===== src/hdl/ssr_pkg.sv =====
// Shared types and constants for the stream substring replace block.
package ssr_pkg;

  localparam int unsigned SEARCH_REG_BYTES  = 16;
  localparam int unsigned REPLACE_REG_BYTES = 32;
  localparam int unsigned MAX_REPLACE       = 32;
  localparam int unsigned SLEN_W            = 5;
  localparam int unsigned RLEN_W            = 6;
  localparam int unsigned APB_ADDR_W        = 6;
  localparam int unsigned APB_DATA_W        = 64;
  localparam int unsigned Q_DEPTH           = 2;
  localparam int unsigned Q_PTR_W           = 1;
  localparam int unsigned Q_CNT_W           = 2;

  typedef enum logic [2:0] {
    REG_SEARCH_LO,
    REG_SEARCH_HI,
    REG_SEARCH_LEN,
    REG_REPL_A,
    REG_REPL_B,
    REG_REPL_C,
    REG_REPL_D,
    REG_REPL_LEN
  } reg_idx_e;

  typedef struct packed {
    logic       has_byte;
    logic [7:0] text_byte;
    logic       is_end;
  } item_t;

  typedef struct packed {
    logic [7:0] out_byte;
    logic       out_valid;
    logic       out_last;
  } res_t;

  typedef struct packed {
    logic [SEARCH_REG_BYTES-1:0][7:0]  search;
    logic [REPLACE_REG_BYTES-1:0][7:0] replace;
    logic [SLEN_W-1:0]                 slen;
    logic [RLEN_W-1:0]                 rlen;
    logic                              flush;
  } cfg_t;

endpackage


===== src/hdl/ssr_if.sv =====
// Valid/ready stream interfaces for the input text and the result stream.
interface ssr_in_if;
  logic       valid;
  logic       ready;
  logic       has_byte;
  logic [7:0] text_byte;
  logic       is_end;

  modport source (output valid, has_byte, text_byte, is_end, input ready);
  modport sink   (input valid, has_byte, text_byte, is_end, output ready);
endinterface

interface ssr_out_if;
  logic       valid;
  logic       ready;
  logic [7:0] out_byte;
  logic       out_valid;
  logic       out_last;

  modport source (output valid, out_byte, out_valid, out_last, input ready);
  modport sink   (input valid, out_byte, out_valid, out_last, output ready);
endinterface


===== src/hdl/ssr_cfg.sv =====
// APB register file holding the search and replacement words and lengths.
module ssr_cfg #(
  parameter int unsigned MaxSearch = 16
) (
  input  logic                             clk_i,
  input  logic                             rst_ni,
  input  logic                             psel,
  input  logic                             penable,
  input  logic                             pwrite,
  input  logic [ssr_pkg::APB_ADDR_W-1:0]   paddr,
  input  logic [ssr_pkg::APB_DATA_W-1:0]   pwdata,
  output logic [ssr_pkg::APB_DATA_W-1:0]   prdata,
  output logic                             pready,
  output ssr_pkg::cfg_t                    cfg_o
);
  import ssr_pkg::*;

  localparam int unsigned SCap =
      (MaxSearch < SEARCH_REG_BYTES) ? MaxSearch : SEARCH_REG_BYTES;
  localparam int unsigned RCap =
      (MAX_REPLACE < REPLACE_REG_BYTES) ? MAX_REPLACE : REPLACE_REG_BYTES;
  localparam logic [SLEN_W-1:0] SCapL = SLEN_W'(SCap);
  localparam logic [RLEN_W-1:0] RCapL = RLEN_W'(RCap);

  logic [63:0]       search_lo_q, search_hi_q;
  logic [63:0]       repl_a_q, repl_b_q, repl_c_q, repl_d_q;
  logic [SLEN_W-1:0] slen_q;
  logic [RLEN_W-1:0] rlen_q;
  logic              wr;
  reg_idx_e          idx;

  assign pready = 1'b1;
  assign idx    = reg_idx_e'(paddr[5:3]);
  assign wr     = psel && penable && pwrite;

  always_ff @(posedge clk_i or negedge rst_ni) begin
    if (!rst_ni) begin
      search_lo_q <= '0;
      search_hi_q <= '0;
      slen_q      <= SLEN_W'(1);
      repl_a_q    <= '0;
      repl_b_q    <= '0;
      repl_c_q    <= '0;
      repl_d_q    <= '0;
      rlen_q      <= '0;
    end else if (wr) begin
      case (idx)
        REG_SEARCH_LO:  search_lo_q <= pwdata;
        REG_SEARCH_HI:  search_hi_q <= pwdata;
        REG_SEARCH_LEN: slen_q      <= pwdata[SLEN_W-1:0];
        REG_REPL_A:     repl_a_q    <= pwdata;
        REG_REPL_B:     repl_b_q    <= pwdata;
        REG_REPL_C:     repl_c_q    <= pwdata;
        REG_REPL_D:     repl_d_q    <= pwdata;
        REG_REPL_LEN:   rlen_q      <= pwdata[RLEN_W-1:0];
        default: ;
      endcase
    end
  end

  always_comb begin
    case (idx)
      REG_SEARCH_LO:  prdata = search_lo_q;
      REG_SEARCH_HI:  prdata = search_hi_q;
      REG_SEARCH_LEN: prdata = {{(APB_DATA_W-SLEN_W){1'b0}}, slen_q};
      REG_REPL_A:     prdata = repl_a_q;
      REG_REPL_B:     prdata = repl_b_q;
      REG_REPL_C:     prdata = repl_c_q;
      REG_REPL_D:     prdata = repl_d_q;
      REG_REPL_LEN:   prdata = {{(APB_DATA_W-RLEN_W){1'b0}}, rlen_q};
      default:        prdata = '0;
    endcase
  end

  always_comb begin
    cfg_o.search  = {search_hi_q, search_lo_q};
    cfg_o.replace = {repl_d_q, repl_c_q, repl_b_q, repl_a_q};
    if (slen_q == '0) begin
      cfg_o.slen = SLEN_W'(1);
    end else if (slen_q > SCapL) begin
      cfg_o.slen = SCapL;
    end else begin
      cfg_o.slen = slen_q;
    end
    cfg_o.rlen  = (rlen_q > RCapL) ? RCapL : rlen_q;
    // pending bytes were matched against the old word
    cfg_o.flush = wr && (idx == REG_SEARCH_LO || idx == REG_SEARCH_HI ||
                         idx == REG_SEARCH_LEN);
  end

endmodule


===== src/hdl/ssr_front.sv =====
// Input side: takes transfers, drops empty items, queues the rest.
module ssr_front (
  input  logic           clk_i,
  input  logic           rst_ni,
  ssr_in_if.sink         in_if,
  output logic           q_valid_o,
  output ssr_pkg::item_t q_item_o,
  input  logic           q_pop_i
);
  import ssr_pkg::*;

  item_t              mem_q [Q_DEPTH];
  logic [Q_PTR_W-1:0] wp_q, rp_q;
  logic [Q_CNT_W-1:0] cnt_q;
  logic               push, pop;
  item_t              in_item;

  assign in_if.ready = (cnt_q != Q_CNT_W'(Q_DEPTH));
  assign in_item     = '{has_byte: in_if.has_byte, text_byte: in_if.text_byte,
                         is_end: in_if.is_end};
  // an item with neither byte nor end has no effect at all
  assign push        = in_if.valid && in_if.ready && (in_if.has_byte || in_if.is_end);
  assign pop         = q_pop_i && q_valid_o;
  assign q_valid_o   = (cnt_q != '0);
  assign q_item_o    = mem_q[rp_q];

  always_ff @(posedge clk_i or negedge rst_ni) begin
    if (!rst_ni) begin
      wp_q  <= '0;
      rp_q  <= '0;
      cnt_q <= '0;
    end else begin
      if (push) wp_q <= wp_q + 1'b1;
      if (pop)  rp_q <= rp_q + 1'b1;
      case ({push, pop})
        2'b10:   cnt_q <= cnt_q + 1'b1;
        2'b01:   cnt_q <= cnt_q - 1'b1;
        default: cnt_q <= cnt_q;
      endcase
    end
  end

  always_ff @(posedge clk_i) begin
    if (push) mem_q[wp_q] <= in_item;
  end

endmodule


===== src/hdl/ssr_back.sv =====
// Match sequencer: pending buffer, replacement burst, flush and result stage.
module ssr_back #(
  parameter int unsigned Depth = 16
) (
  input  logic           clk_i,
  input  logic           rst_ni,
  input  logic           q_valid_i,
  input  ssr_pkg::item_t q_item_i,
  output logic           q_pop_o,
  input  ssr_pkg::cfg_t  cfg_i,
  ssr_out_if.source      out_if
);
  import ssr_pkg::*;

  localparam logic [SLEN_W-1:0] DepthL = SLEN_W'(Depth);

  typedef enum logic [1:0] {S_IDLE, S_SCAN, S_REPL, S_FLUSH} state_e;

  state_e                state_q, state_d;
  logic [Depth-1:0][7:0] pend_q, pend_d, pend_shift;
  logic [SLEN_W-1:0]     cnt_q, cnt_d;
  logic [RLEN_W-1:0]     ridx_q, ridx_d;
  logic                  end_q, end_d;
  logic                  hold_v_q, hold_v_d;
  logic [7:0]            hold_q, hold_d;
  logic                  out_v_q, out_v_d;
  res_t                  out_q, out_d;
  logic [Depth-1:0]      ok;
  logic                  prefix_ok, out_free, can_emit, emit, finish;
  logic [7:0]            emit_byte;

  assign out_free = !out_v_q || out_if.ready;
  assign can_emit = !hold_v_q || out_free;

  // pending entry k agrees with search byte k, or lies beyond the count
  always_comb begin
    for (int k = 0; k < Depth; k++) begin
      ok[k] = (SLEN_W'(k) >= cnt_q) || (pend_q[k] == cfg_i.search[k]);
    end
    prefix_ok = &ok;
    pend_shift = pend_q;
    for (int k = 0; k < Depth - 1; k++) begin
      pend_shift[k] = pend_q[k+1];
    end
  end

  always_comb begin
    state_d   = state_q;
    cnt_d     = cnt_q;
    pend_d    = pend_q;
    ridx_d    = ridx_q;
    end_d     = end_q;
    hold_v_d  = hold_v_q;
    hold_d    = hold_q;
    out_v_d   = out_v_q && !out_if.ready;
    out_d     = out_q;
    q_pop_o   = 1'b0;
    emit      = 1'b0;
    emit_byte = pend_q[0];
    finish    = 1'b0;

    case (state_q)
      S_IDLE: begin
        if (q_valid_i) begin
          q_pop_o = 1'b1;
          end_d   = q_item_i.is_end;
          if (q_item_i.has_byte) begin
            if (cnt_q < DepthL) begin
              for (int k = 0; k < Depth; k++) begin
                if (SLEN_W'(k) == cnt_q) pend_d[k] = q_item_i.text_byte;
              end
              cnt_d = cnt_q + 1'b1;
            end
            state_d = S_SCAN;
          end else begin
            state_d = S_FLUSH;
          end
        end
      end
      S_SCAN: begin
        if (cnt_q == '0 || (prefix_ok && cnt_q < cfg_i.slen)) begin
          if (end_q) state_d = S_FLUSH;
          else       finish  = 1'b1;
        end else if (prefix_ok) begin
          // full match: drop the word, emit the replacement
          if (cfg_i.rlen == '0) begin
            cnt_d = '0;
          end else begin
            ridx_d  = '0;
            state_d = S_REPL;
          end
        end else begin
          emit = 1'b1;
          if (can_emit) begin
            pend_d = pend_shift;
            cnt_d  = cnt_q - 1'b1;
          end
        end
      end
      S_REPL: begin
        emit      = 1'b1;
        emit_byte = cfg_i.replace[ridx_q[4:0]];
        if (can_emit) begin
          if (ridx_q == cfg_i.rlen - 1'b1) begin
            cnt_d   = '0;
            state_d = S_SCAN;
          end else begin
            ridx_d = ridx_q + 1'b1;
          end
        end
      end
      S_FLUSH: begin
        if (cnt_q != '0) begin
          emit = 1'b1;
          if (can_emit) begin
            pend_d = pend_shift;
            cnt_d  = cnt_q - 1'b1;
          end
        end else begin
          finish = 1'b1;
        end
      end
      default: state_d = S_IDLE;
    endcase

    // newest result waits in hold until we know whether it closes the string
    if (emit && can_emit) begin
      if (hold_v_q) begin
        out_v_d = 1'b1;
        out_d   = res_t'{out_byte: hold_q, out_valid: 1'b1, out_last: 1'b0};
      end
      hold_d   = emit_byte;
      hold_v_d = 1'b1;
    end

    if (finish) begin
      if (hold_v_q || end_q) begin
        if (out_free) begin
          out_v_d  = 1'b1;
          out_d    = hold_v_q ?
                     res_t'{out_byte: hold_q, out_valid: 1'b1, out_last: end_q} :
                     res_t'{out_byte: 8'h00, out_valid: 1'b0, out_last: 1'b1};
          hold_v_d = 1'b0;
          state_d  = S_IDLE;
        end
      end else begin
        state_d = S_IDLE;
      end
    end

    if (cfg_i.flush) cnt_d = '0;
  end

  always_ff @(posedge clk_i or negedge rst_ni) begin
    if (!rst_ni) begin
      state_q  <= S_IDLE;
      cnt_q    <= '0;
      ridx_q   <= '0;
      end_q    <= 1'b0;
      hold_v_q <= 1'b0;
      out_v_q  <= 1'b0;
      out_q    <= '0;
    end else begin
      state_q  <= state_d;
      cnt_q    <= cnt_d;
      ridx_q   <= ridx_d;
      end_q    <= end_d;
      hold_v_q <= hold_v_d;
      out_v_q  <= out_v_d;
      out_q    <= out_d;
    end
  end

  always_ff @(posedge clk_i) begin
    pend_q <= pend_d;
    hold_q <= hold_d;
  end

  assign out_if.valid     = out_v_q;
  assign out_if.out_byte  = out_q.out_byte;
  assign out_if.out_valid = out_q.out_valid;
  assign out_if.out_last  = out_q.out_last;

  a_cnt_bound: assert property (@(posedge clk_i) disable iff (!rst_ni)
    cnt_q <= DepthL)
    else $error("pending count beyond buffer depth");

  a_bare_is_last: assert property (@(posedge clk_i) disable iff (!rst_ni)
    out_v_q && !out_q.out_valid |-> out_q.out_last)
    else $error("bare result without last");

  a_hold_empty_idle: assert property (@(posedge clk_i) disable iff (!rst_ni)
    state_q == S_IDLE |-> !hold_v_q)
    else $error("held result left over between items");

  a_pop_in_idle: assert property (@(posedge clk_i) disable iff (!rst_ni)
    q_pop_o |-> state_q == S_IDLE && q_valid_i)
    else $error("queue popped while busy");

endmodule


===== src/hdl/stream_substring_replace.sv =====
// Streaming find-and-replace: top level with APB registers and stream ports.
// Path: a passed-through byte goes from the input queue through the pending buffer
//   and the hold and output registers; a byte held as a possible match start leaves
//   only when the match fails or at end. Flow: the two-entry front queue takes items
//   while the single match/emit sequencer in ssr_back works through one at a time,
//   popping the next only from idle; output stalls hold the sequencer.
// Reset: rst_ni is asynchronous, active low; clears queue, sequencer and pending
//   count, loads search length 1 and all other config registers with 0. No clearing pass.
module stream_substring_replace #(
  parameter int unsigned MAX_SEARCH = 16
) (
  input  logic                           clk_i,
  input  logic                           rst_ni,
  ssr_in_if.sink                         in_if,
  ssr_out_if.source                      out_if,
  input  logic                           psel,
  input  logic                           penable,
  input  logic                           pwrite,
  input  logic [ssr_pkg::APB_ADDR_W-1:0] paddr,
  input  logic [ssr_pkg::APB_DATA_W-1:0] pwdata,
  output logic [ssr_pkg::APB_DATA_W-1:0] prdata,
  output logic                           pready
);
  import ssr_pkg::*;

  // pending buffer never holds more than a search word's worth of bytes
  localparam int unsigned Depth =
      (MAX_SEARCH < SEARCH_REG_BYTES) ? MAX_SEARCH : SEARCH_REG_BYTES;

  cfg_t  cfg;
  logic  q_valid, q_pop;
  item_t q_item;

  // register file; a search-word or search-length write also empties the pending buffer
  ssr_cfg #(.MaxSearch(MAX_SEARCH)) u_cfg (
    .clk_i   (clk_i),
    .rst_ni  (rst_ni),
    .psel    (psel),
    .penable (penable),
    .pwrite  (pwrite),
    .paddr   (paddr),
    .pwdata  (pwdata),
    .prdata  (prdata),
    .pready  (pready),
    .cfg_o   (cfg)
  );

  // front: takes input transfers into a two-entry queue so up to two items
  // can wait while the sequencer works through a burst
  ssr_front u_front (
    .clk_i     (clk_i),
    .rst_ni    (rst_ni),
    .in_if     (in_if),
    .q_valid_o (q_valid),
    .q_item_o  (q_item),
    .q_pop_i   (q_pop)
  );

  // back: compares, emits replacement or passthrough bytes, flushes at end;
  // its output register lets the next step run while a result waits
  ssr_back #(.Depth(Depth)) u_back (
    .clk_i     (clk_i),
    .rst_ni    (rst_ni),
    .q_valid_i (q_valid),
    .q_item_i  (q_item),
    .q_pop_o   (q_pop),
    .cfg_i     (cfg),
    .out_if    (out_if)
  );

endmodule


===== src/flat_wrapper.sv =====
// flat-port wrapper written by rule: the top's interface ports become plain ports
module stream_substring_replace_flat import ssr_pkg::*;
#(
  parameter int unsigned MAX_SEARCH = 16
)
  (clk_i, rst_ni, psel, penable, pwrite, paddr, pwdata, prdata, pready, in_if_valid, in_if_has_byte, in_if_text_byte, in_if_is_end, in_if_ready, out_if_valid, out_if_out_byte, out_if_out_valid, out_if_out_last, out_if_ready);
  ssr_in_if in_if_i ();
  ssr_out_if out_if_i ();
  input  logic clk_i;
  input  logic rst_ni;
  input  logic psel;
  input  logic penable;
  input  logic pwrite;
  input  logic [ssr_pkg::APB_ADDR_W-1:0] paddr;
  input  logic [ssr_pkg::APB_DATA_W-1:0] pwdata;
  output logic [ssr_pkg::APB_DATA_W-1:0] prdata;
  output logic pready;
  input wire logic [$bits(in_if_i.valid)-1:0] in_if_valid;
  input wire logic [$bits(in_if_i.has_byte)-1:0] in_if_has_byte;
  input wire logic [$bits(in_if_i.text_byte)-1:0] in_if_text_byte;
  input wire logic [$bits(in_if_i.is_end)-1:0] in_if_is_end;
  output wire logic [$bits(in_if_i.ready)-1:0] in_if_ready;
  output wire logic [$bits(out_if_i.valid)-1:0] out_if_valid;
  output wire logic [$bits(out_if_i.out_byte)-1:0] out_if_out_byte;
  output wire logic [$bits(out_if_i.out_valid)-1:0] out_if_out_valid;
  output wire logic [$bits(out_if_i.out_last)-1:0] out_if_out_last;
  input wire logic [$bits(out_if_i.ready)-1:0] out_if_ready;
  assign in_if_i.valid = in_if_valid;
  assign in_if_i.has_byte = in_if_has_byte;
  assign in_if_i.text_byte = in_if_text_byte;
  assign in_if_i.is_end = in_if_is_end;
  assign in_if_ready = in_if_i.ready;
  assign out_if_valid = out_if_i.valid;
  assign out_if_out_byte = out_if_i.out_byte;
  assign out_if_out_valid = out_if_i.out_valid;
  assign out_if_out_last = out_if_i.out_last;
  assign out_if_i.ready = out_if_ready;
  stream_substring_replace #(.MAX_SEARCH(MAX_SEARCH)) u_core (.clk_i(clk_i), .rst_ni(rst_ni), .in_if(in_if_i), .out_if(out_if_i), .psel(psel), .penable(penable), .pwrite(pwrite), .paddr(paddr), .pwdata(pwdata), .prdata(prdata), .pready(pready));
endmodule

===== config.mk =====
export PLATFORM = sky130hd
export DESIGN_NAME = stream_substring_replace_flat
export DESIGN_NICKNAME = d
export VERILOG_FILES = /design/src/hdl/ssr_pkg.sv /design/src/hdl/ssr_if.sv /design/src/hdl/ssr_cfg.sv /design/src/hdl/ssr_front.sv /design/src/hdl/ssr_back.sv /design/src/hdl/stream_substring_replace.sv /design/src/flat_wrapper.sv
export SDC_FILE = /design/constraint.sdc
export NUM_CORES = 1
export LEC_CHECK = 0
export BUFFER_PORTS_ARGS = -buffer_cell sky130_fd_sc_hd__buf_2
export CAP_MARGIN = 40
export CORE_MARGIN = 2
export CORE_UTILIZATION = 45
export CTS_CLUSTER_DIAMETER = 40
export CTS_CLUSTER_SIZE = 40
export DETAILED_ROUTE_END_ITERATION = 10
export PLACE_DENSITY = 0.7
export SLEW_MARGIN = 20
export SYNTH_ARGS = -nofsm -noshare
export SYNTH_HDL_FRONTEND = slang
export SYNTH_SLANG_ARGS = --single-unit

===== constraint.sdc =====
create_clock -name clk_i -period 5.25 [get_ports clk_i]
set_clock_uncertainty 0.2 [all_clocks]
set_input_delay 0.525 -clock clk_i [delete_from_list [all_inputs] [get_ports clk_i]]
set_output_delay 0.525 -clock clk_i [all_outputs]
set_load 0.005 [all_outputs]

After elaboration in Yosys (flattened, before gate mapping)
Memories as Yosys holds them, arrays and structs flattened.
Index checks and enable logic that the tools add are counted.
{ "word_totals": {"reg_bits": 561, "ram_bits": 20, "input_bits": 87, "output_inout_bits": 77, "mem_count": 1} }
{ "op_classes": {"add_sub_neg": 8, "magnitude_cmp": 21, "n_eq_ne": 79, "muxes": 89, "reduce_logical": 73} }
{ "mem_list": {"columns": ["memory", "words", "word_bits", "rd", "rd_ports_with_merged_regs", "write_ports", "line", "text"], "rows": [
  ["u_core.u_front.mem_q", 2, 10, 1, 0, 1, "ssr_front.sv:12", "item_t mem_q [Q_DEPTH];"]
]} }
{ "op_table": {"columns": ["cell", "count"], "rows": [
  ["$mux W128", 6],
  ["$pmux W64 S8", 1],
  ["$pmux W128 S3", 1],
  ["$mux W8", 18],
  ["$reduce_and A8 Y1", 17],
  ["$eq A8 B8 Y1", 16],
  ["$mux W120", 1],
  ["$mux W5", 13],
  ["$mux W10", 6],
  ["$ne A2 B2 Y1 const B", 25],
  ["$bmux W8 S5", 1],
  ["$eq A4 B5 Y1 const A", 8],
  ["$ge A4 B5 Y1 const A", 8],
  ["$mux W6", 6],
  ["$logic_or A1 B1 Y1", 23],
  ["$mux W2", 11],
  ["$eq A3 B5 Y1 const A", 4],
  ["$ge A3 B5 Y1 const A", 4],
  ["$pmux W5 S4", 1],
  ["$mux W1", 19],
  ["$reduce_and A2 Y1", 9],
  ["$reduce_and A16 Y1", 1],
  ["$ne A3 B2 Y1 const B", 5],
  ["$eq A3 B3 Y1 const B", 4],
  ["39 further kinds", 62]
]} }

Logic depth before layout (Yosys ltp)
{ "logic_depth": {"ltp_word": 13, "depth_mapped": 12, "depth_no_buf": 12} }

Cells and area by module
From an unflattened synthesis, not the netlist that was laid out.
{ "unflattened": {"hier_cells": 2381, "hier_area_um2": 29633.4} }
{ "modules_own_cells": {"columns": ["module", "n_inst", "cells_each", "area_per_inst_um2"], "rows": [
  ["ssr_cfg", 1, 1324, 17792.1],
  ["ssr_back", 1, 1008, 10918.0],
  ["ssr_front", 1, 49, 923.4]
]} }

Worst setup path before layout
OpenSTA, ideal clock, no wires.
{ "synth_timing": {"kind": "register to register", "startpoint": "reg u_core.u_back.cnt_q[1]", "endpoint": "reg u_core.u_back.pend_q[100] (netlist bit), enable pin", "setup_ns": 0.273, "arrival_time_ns": 2.849, "setup_slack_ns": 1.928, "path_stages_with_launch": 13, "path_buffers": 2, "synth_period_minus_slack_ns": 3.322, "path_cell_list": "dfrtp_1 > buf_2 > inv_1 > ha_1 > nor3b_1 > a2111oi_0 > nor3_1 > nor4_2 > nand4_4 > or2_4 > a41oi_4 > buf_4 > nor2_1"} }
{ "synth_via": {"elab_chain_cells": 7, "elab_cells_between_ends": 46} }
{ "synth_rtl": {"columns": ["element", "line", "text"], "rows": [
  ["start: declaration", "ssr_back.sv:21", "logic [SLEN_W-1:0] cnt_q, cnt_d;"],
  ["start signal: assignment", "ssr_back.sv:165", "cnt_q <= cnt_d;"],
  ["$ge A1 B5 Y1, or another cell as far along", "ssr_back.sv:38", "ok[k] = (SLEN_W'(k) >= cnt_q) || (pend_q[k] == cfg_i.search[k]);"],
  ["$logic_or A1 B1 Y1", "ssr_back.sv:38", null],
  ["$reduce_and A16 Y1", "ssr_back.sv:40", "prefix_ok = &ok;"],
  ["$logic_and A1 B1 Y1", "ssr_back.sv:81", "if (cnt_q == '0 || (prefix_ok && cnt_q < cfg_i.slen)) begin"],
  ["$logic_or A1 B1 Y1", "ssr_back.sv:81", null],
  ["$ne A2 B2 Y1 (no line)", null, null],
  ["$reduce_and A8 Y1 (no line) (*)", null, null],
  ["end signal: assignment", "ssr_back.sv:175", "pend_q <= pend_d;"],
  ["end: declaration", "ssr_back.sv:20", "logic [Depth-1:0][7:0] pend_q, pend_d, pend_shift;"]
]} }
Mark *: on every way between the ends. The rest lies on a longest branch, timed or not.
A chain may end at the register's enable or synchronous reset.

Worst setup path after layout
{ "layout_timing": {"startpoint": "reg u_core.u_back.cnt_q[1]", "endpoint": "reg u_core.u_back.pend_q[112] (netlist bit), enable pin"} }
The elaborated chain is that of the path after synthesis.

==> results.sh <==
export IMPL_stdcell_area_sq_um=34900
export IMPL_power_density_nw_per_um2=569
export IMPL_drc=0
export IMPL_cellLeakagePower_nw=15.0
export IMPL_cp_slowest_cell="dfrtp_1"
export IMPL_peakVddDrop_mv=0.329
export IMPL_seq_area_frac_synth_pct=52.1
export IMPL_synth_top_flop_cell="dfrtp_1"
export IMPL_crit_buf_inv=1
export IMPL_root_buffer="clkbuf_16"
export IMPL_die_x_microns=260
export IMPL_track_usage_pct=28.5
export IMPL_post_cts_buffers=0
export IMPL_die_area_sq_um=67400
export IMPL_syn_nets=2322
export IMPL_coreArea_sq_um=64500
export IMPL_rows=93
export IMPL_cts_tree="built"
export IMPL_drive_gt1_share_pct=33.6
export IMPL_clockBufferDepth=3
export IMPL_cp_startpoint="u_core.u_back.cnt_q[1]$_DFFE_PN0P_"
export IMPL_relSlewSlack_pct=37.1
export IMPL_max_freq_mhz=243
export IMPL_cts_resized=0
export IMPL_drt_initial_drc_count=2361
export IMPL_hp_start="pwdata[27]"
export IMPL_layout_commonest_cell="dfrtp_1"
export IMPL_final_cell_mix="dfrtp_1, mux2_2, buf_2, edfxtp_1, a21o_1"
export IMPL_first_global_vias=21000
export IMPL_antenna_found_initial=13
export IMPL_worstPathArrival_ns=4.21
export IMPL_setup_viol=0
export IMPL_status="completed"
export IMPL_maxCapViolations=0
export IMPL_critical_path_top_delay_family="simple AND/OR/NAND/NOR gates"
export IMPL_setup_slack_ns=1.14
export IMPL_avgRoutedWirePerCell_microns=28.8
export IMPL_worst_setup_path_start_kind="flop"
export IMPL_cts_buffers=94
export IMPL_synth_area_sq_um=29400
export IMPL_crit_fanout=16
export IMPL_htreeDepth=3
export IMPL_finalHoldViolations=0
export IMPL_grt_max_degree=119
export IMPL_rsz0062_at_grt="no"
export IMPL_netlist_top_cells_area="dfrtp_1, edfxtp_1, mux2_2"
export IMPL_yosysUniqueCellTypes=70
export IMPL_place_congestion=0.940
export IMPL_crit_chain="inv_1 -> ha_1 -> nor3b_1 -> a2111oi_0 -> nor3_1 -> nor4_2 -> nand4_4 -> or2_4 -> a41oi_4 -> nor2_1"
export IMPL_yosysWarnings=0
export IMPL_ys_async_sr_fraction_pct=73.1
export IMPL_clock_sinks=581
export IMPL_fin_crit_sh_pct=78.3
export IMPL_port_buffers=159
export IMPL_ioPinCount=164
export IMPL_ys_ff_latch=581
export IMPL_drt_pass1_iter_count=7
export IMPL_min_period_ns=4.11
export IMPL_tightest_slew_ns=0.943
export IMPL_routed_wl_mm=96.6
export IMPL_yosysTopAreaCellShare_pct=36.1
export IMPL_r2r_start="u_core.u_back.cnt_q[1]$_DFFE_PN0P_"
export IMPL_layout_nets=2511
export IMPL_totalNegativeSetupSlack_ns=0
export IMPL_final_max_slew_viol_count=0
export IMPL_synthCells=2223
export IMPL_hp_class="primary input to flop"
export IMPL_synth_edf_count=156
export IMPL_via_count=21300
export IMPL_synthToLayoutAreaGrowth_pct=18.8
export IMPL_vias_per_cell=6.35
export IMPL_place_area_sq_um=31200
export IMPL_fp_dieH_microns=260
export IMPL_dpl_hpwl_mm=68.8
export IMPL_path_clk_slew_ns=0.05
export IMPL_dp_slack_ns=1.23
export IMPL_yosysTopAreaCell="dfrtp_1"
export IMPL_endpoint_kind="flop"
export IMPL_grt_overflow_total=0
export IMPL_path_class="flop to flop"
export IMPL_initial_utilization_pct=45.6
export IMPL_clk_latency_ns=0.64
export IMPL_grt_pass1_wl_mm=142
export IMPL_cp_slowest_stage_delay_ns=0.55
export IMPL_ant_nets=0
export IMPL_cp_required_ns=5.35
export IMPL_syn_area_per_cell_sq_um=13.2
## cell type report
class | instances | area, sq um
Fill cell | 5265 | 29600
Sequential cell | 581 | 15300
Multi-Input combinational cell | 1472 | 13500
Clock buffer | 114 | 2580
Timing Repair Buffer | 253 | 1790
Tap cell | 855 | 1070
Clock inverter | 61 | 621
Inverter | 10 | 37.5
Antenna cell | 7 | 17.5
## cell usage after synthesis, drive strengths merged, types with 2 or more instances
cell       n
a2111oi    3
a21o     120
a21oi     88
a221oi     6
a222oi    39
a22o      40
a22oi      2
a31o       3
a32o      10
and2       8
and3       4
buf       27
clkbuf   132
dfrtp    424
edfxtp   156
ha        12
inv       10
mux2     452
mux2i     42
mux4      84
nand2     81
nand2b    11
nand3     14
nand4     30
nor2     105
nor2b      9
nor3       9
nor3b     22
nor4      17
o2111a     2
o211ai     2
o21a       4
o21ai     55
o221ai     2
o22ai     23
o31ai      7
or2        3
or4        3
xnor2    104
xor2      39
## layer usage
layer / GRT usage [%] / vias up / part of all wire, %
met1: 39.1 / 11000 / 41
met4: 11.3 / 8 / 4.1
met2: 43.4 / 1170 / 45
met5: 0 / - / 0.059
li1: - / 8848 / -
met3: 7.17 / 215 / 9.8
## sequential cells by signal (all words and copies together), names as in the netlist, 2 cells and up
register / flops
u_core.u_back.cnt_q: 5
u_core.u_back.hold_q: 8
u_core.u_back.out_if.out_byte: 8
u_core.u_back.pend_q: 128
u_core.u_back.ridx_q: 6
u_core.u_back.state_q: 2
u_core.u_cfg.repl_a_q: 64
u_core.u_cfg.repl_b_q: 64
u_core.u_cfg.repl_c_q: 64
u_core.u_cfg.repl_d_q: 64
u_core.u_cfg.rlen_q: 6
u_core.u_cfg.search_hi_q: 64
u_core.u_cfg.search_lo_q: 64
u_core.u_cfg.slen_q: 5
u_core.u_front.cnt_q: 2
u_core.u_front.mem_q: 20
## per-stage QoR
stage	std cells	util, %	power (mW)	hold WS (ns)
2_1_floorplan	2223	-	11.1	0.0294
3_3_place_gp	3122	48.3	13.2	0.246
3_5_place_dp	3127	48.5	13.4	0.255
4_1_cts	3342	54.1	19.7	0.00436
5_1_grt	3353	54.2	20.6	0.0194
6_report	3353	54.2	19.9	0.0258
## path summary, 6_finish.rpt
kind                                                                    to  slack, ns  depth (start not counted)
worst max register to register         u_core.u_back.pend_q[112]$_DFFE_PP_       1.14                         10
max in group asynchronous         u_core.u_cfg.search_lo_q[10]$_DFFE_PN0P_       3.24                          3
worst min-delay path              u_core.u_cfg.search_lo_q[27]$_DFFE_PN0P_       0.03                          2
worst max-delay path                   u_core.u_back.pend_q[112]$_DFFE_PP_       1.14                         10
min in group asynchronous            u_core.u_cfg.repl_d_q[50]$_DFFE_PN0P_       0.41                          2
worst min register to register  u_core.u_back.out_if.out_byte[7]$_DFF_PN0_       0.26                          1
## worst reg2reg max path: stages, from the launching register on
cell and delay, ns:
dfrtp_1 0.55, inv_1 0.20, ha_1 0.33, nor3b_1 0.12, a2111oi_0 0.43, nor3_1 0.13
nor4_2 0.33, nand4_4 0.25, or2_4 0.35, a41oi_4 0.51, nor2_1 0.36
## where the power goes
part | switching (mW) | internal [mW]
clock network | 2.35 | 3.90
logic | 3.14 | 2.70
registers | 1.45 | 6.33
## kinds of logic (layout without fill, tap and decap cells)
logic type,Yosys count,in the layout,synth area share [%]
other cells,1,8,0.0128
buf+inv,170,438,2.27
mux,578,578,25.2
xor+xnor,143,143,4.26
fa+ha+maj,12,12,0.511
flops,581,581,52.1
simple gates,320,320,5.45
compound gates,418,418,10.2
## what timing repair did
action,4_1_cts,5_1_grt
endpoints found under the setup margin,0,0
hold buffers,40,0
endpoints found under the hold margin,232,0
No activity file was read; power rests on OpenSTA's default activity.
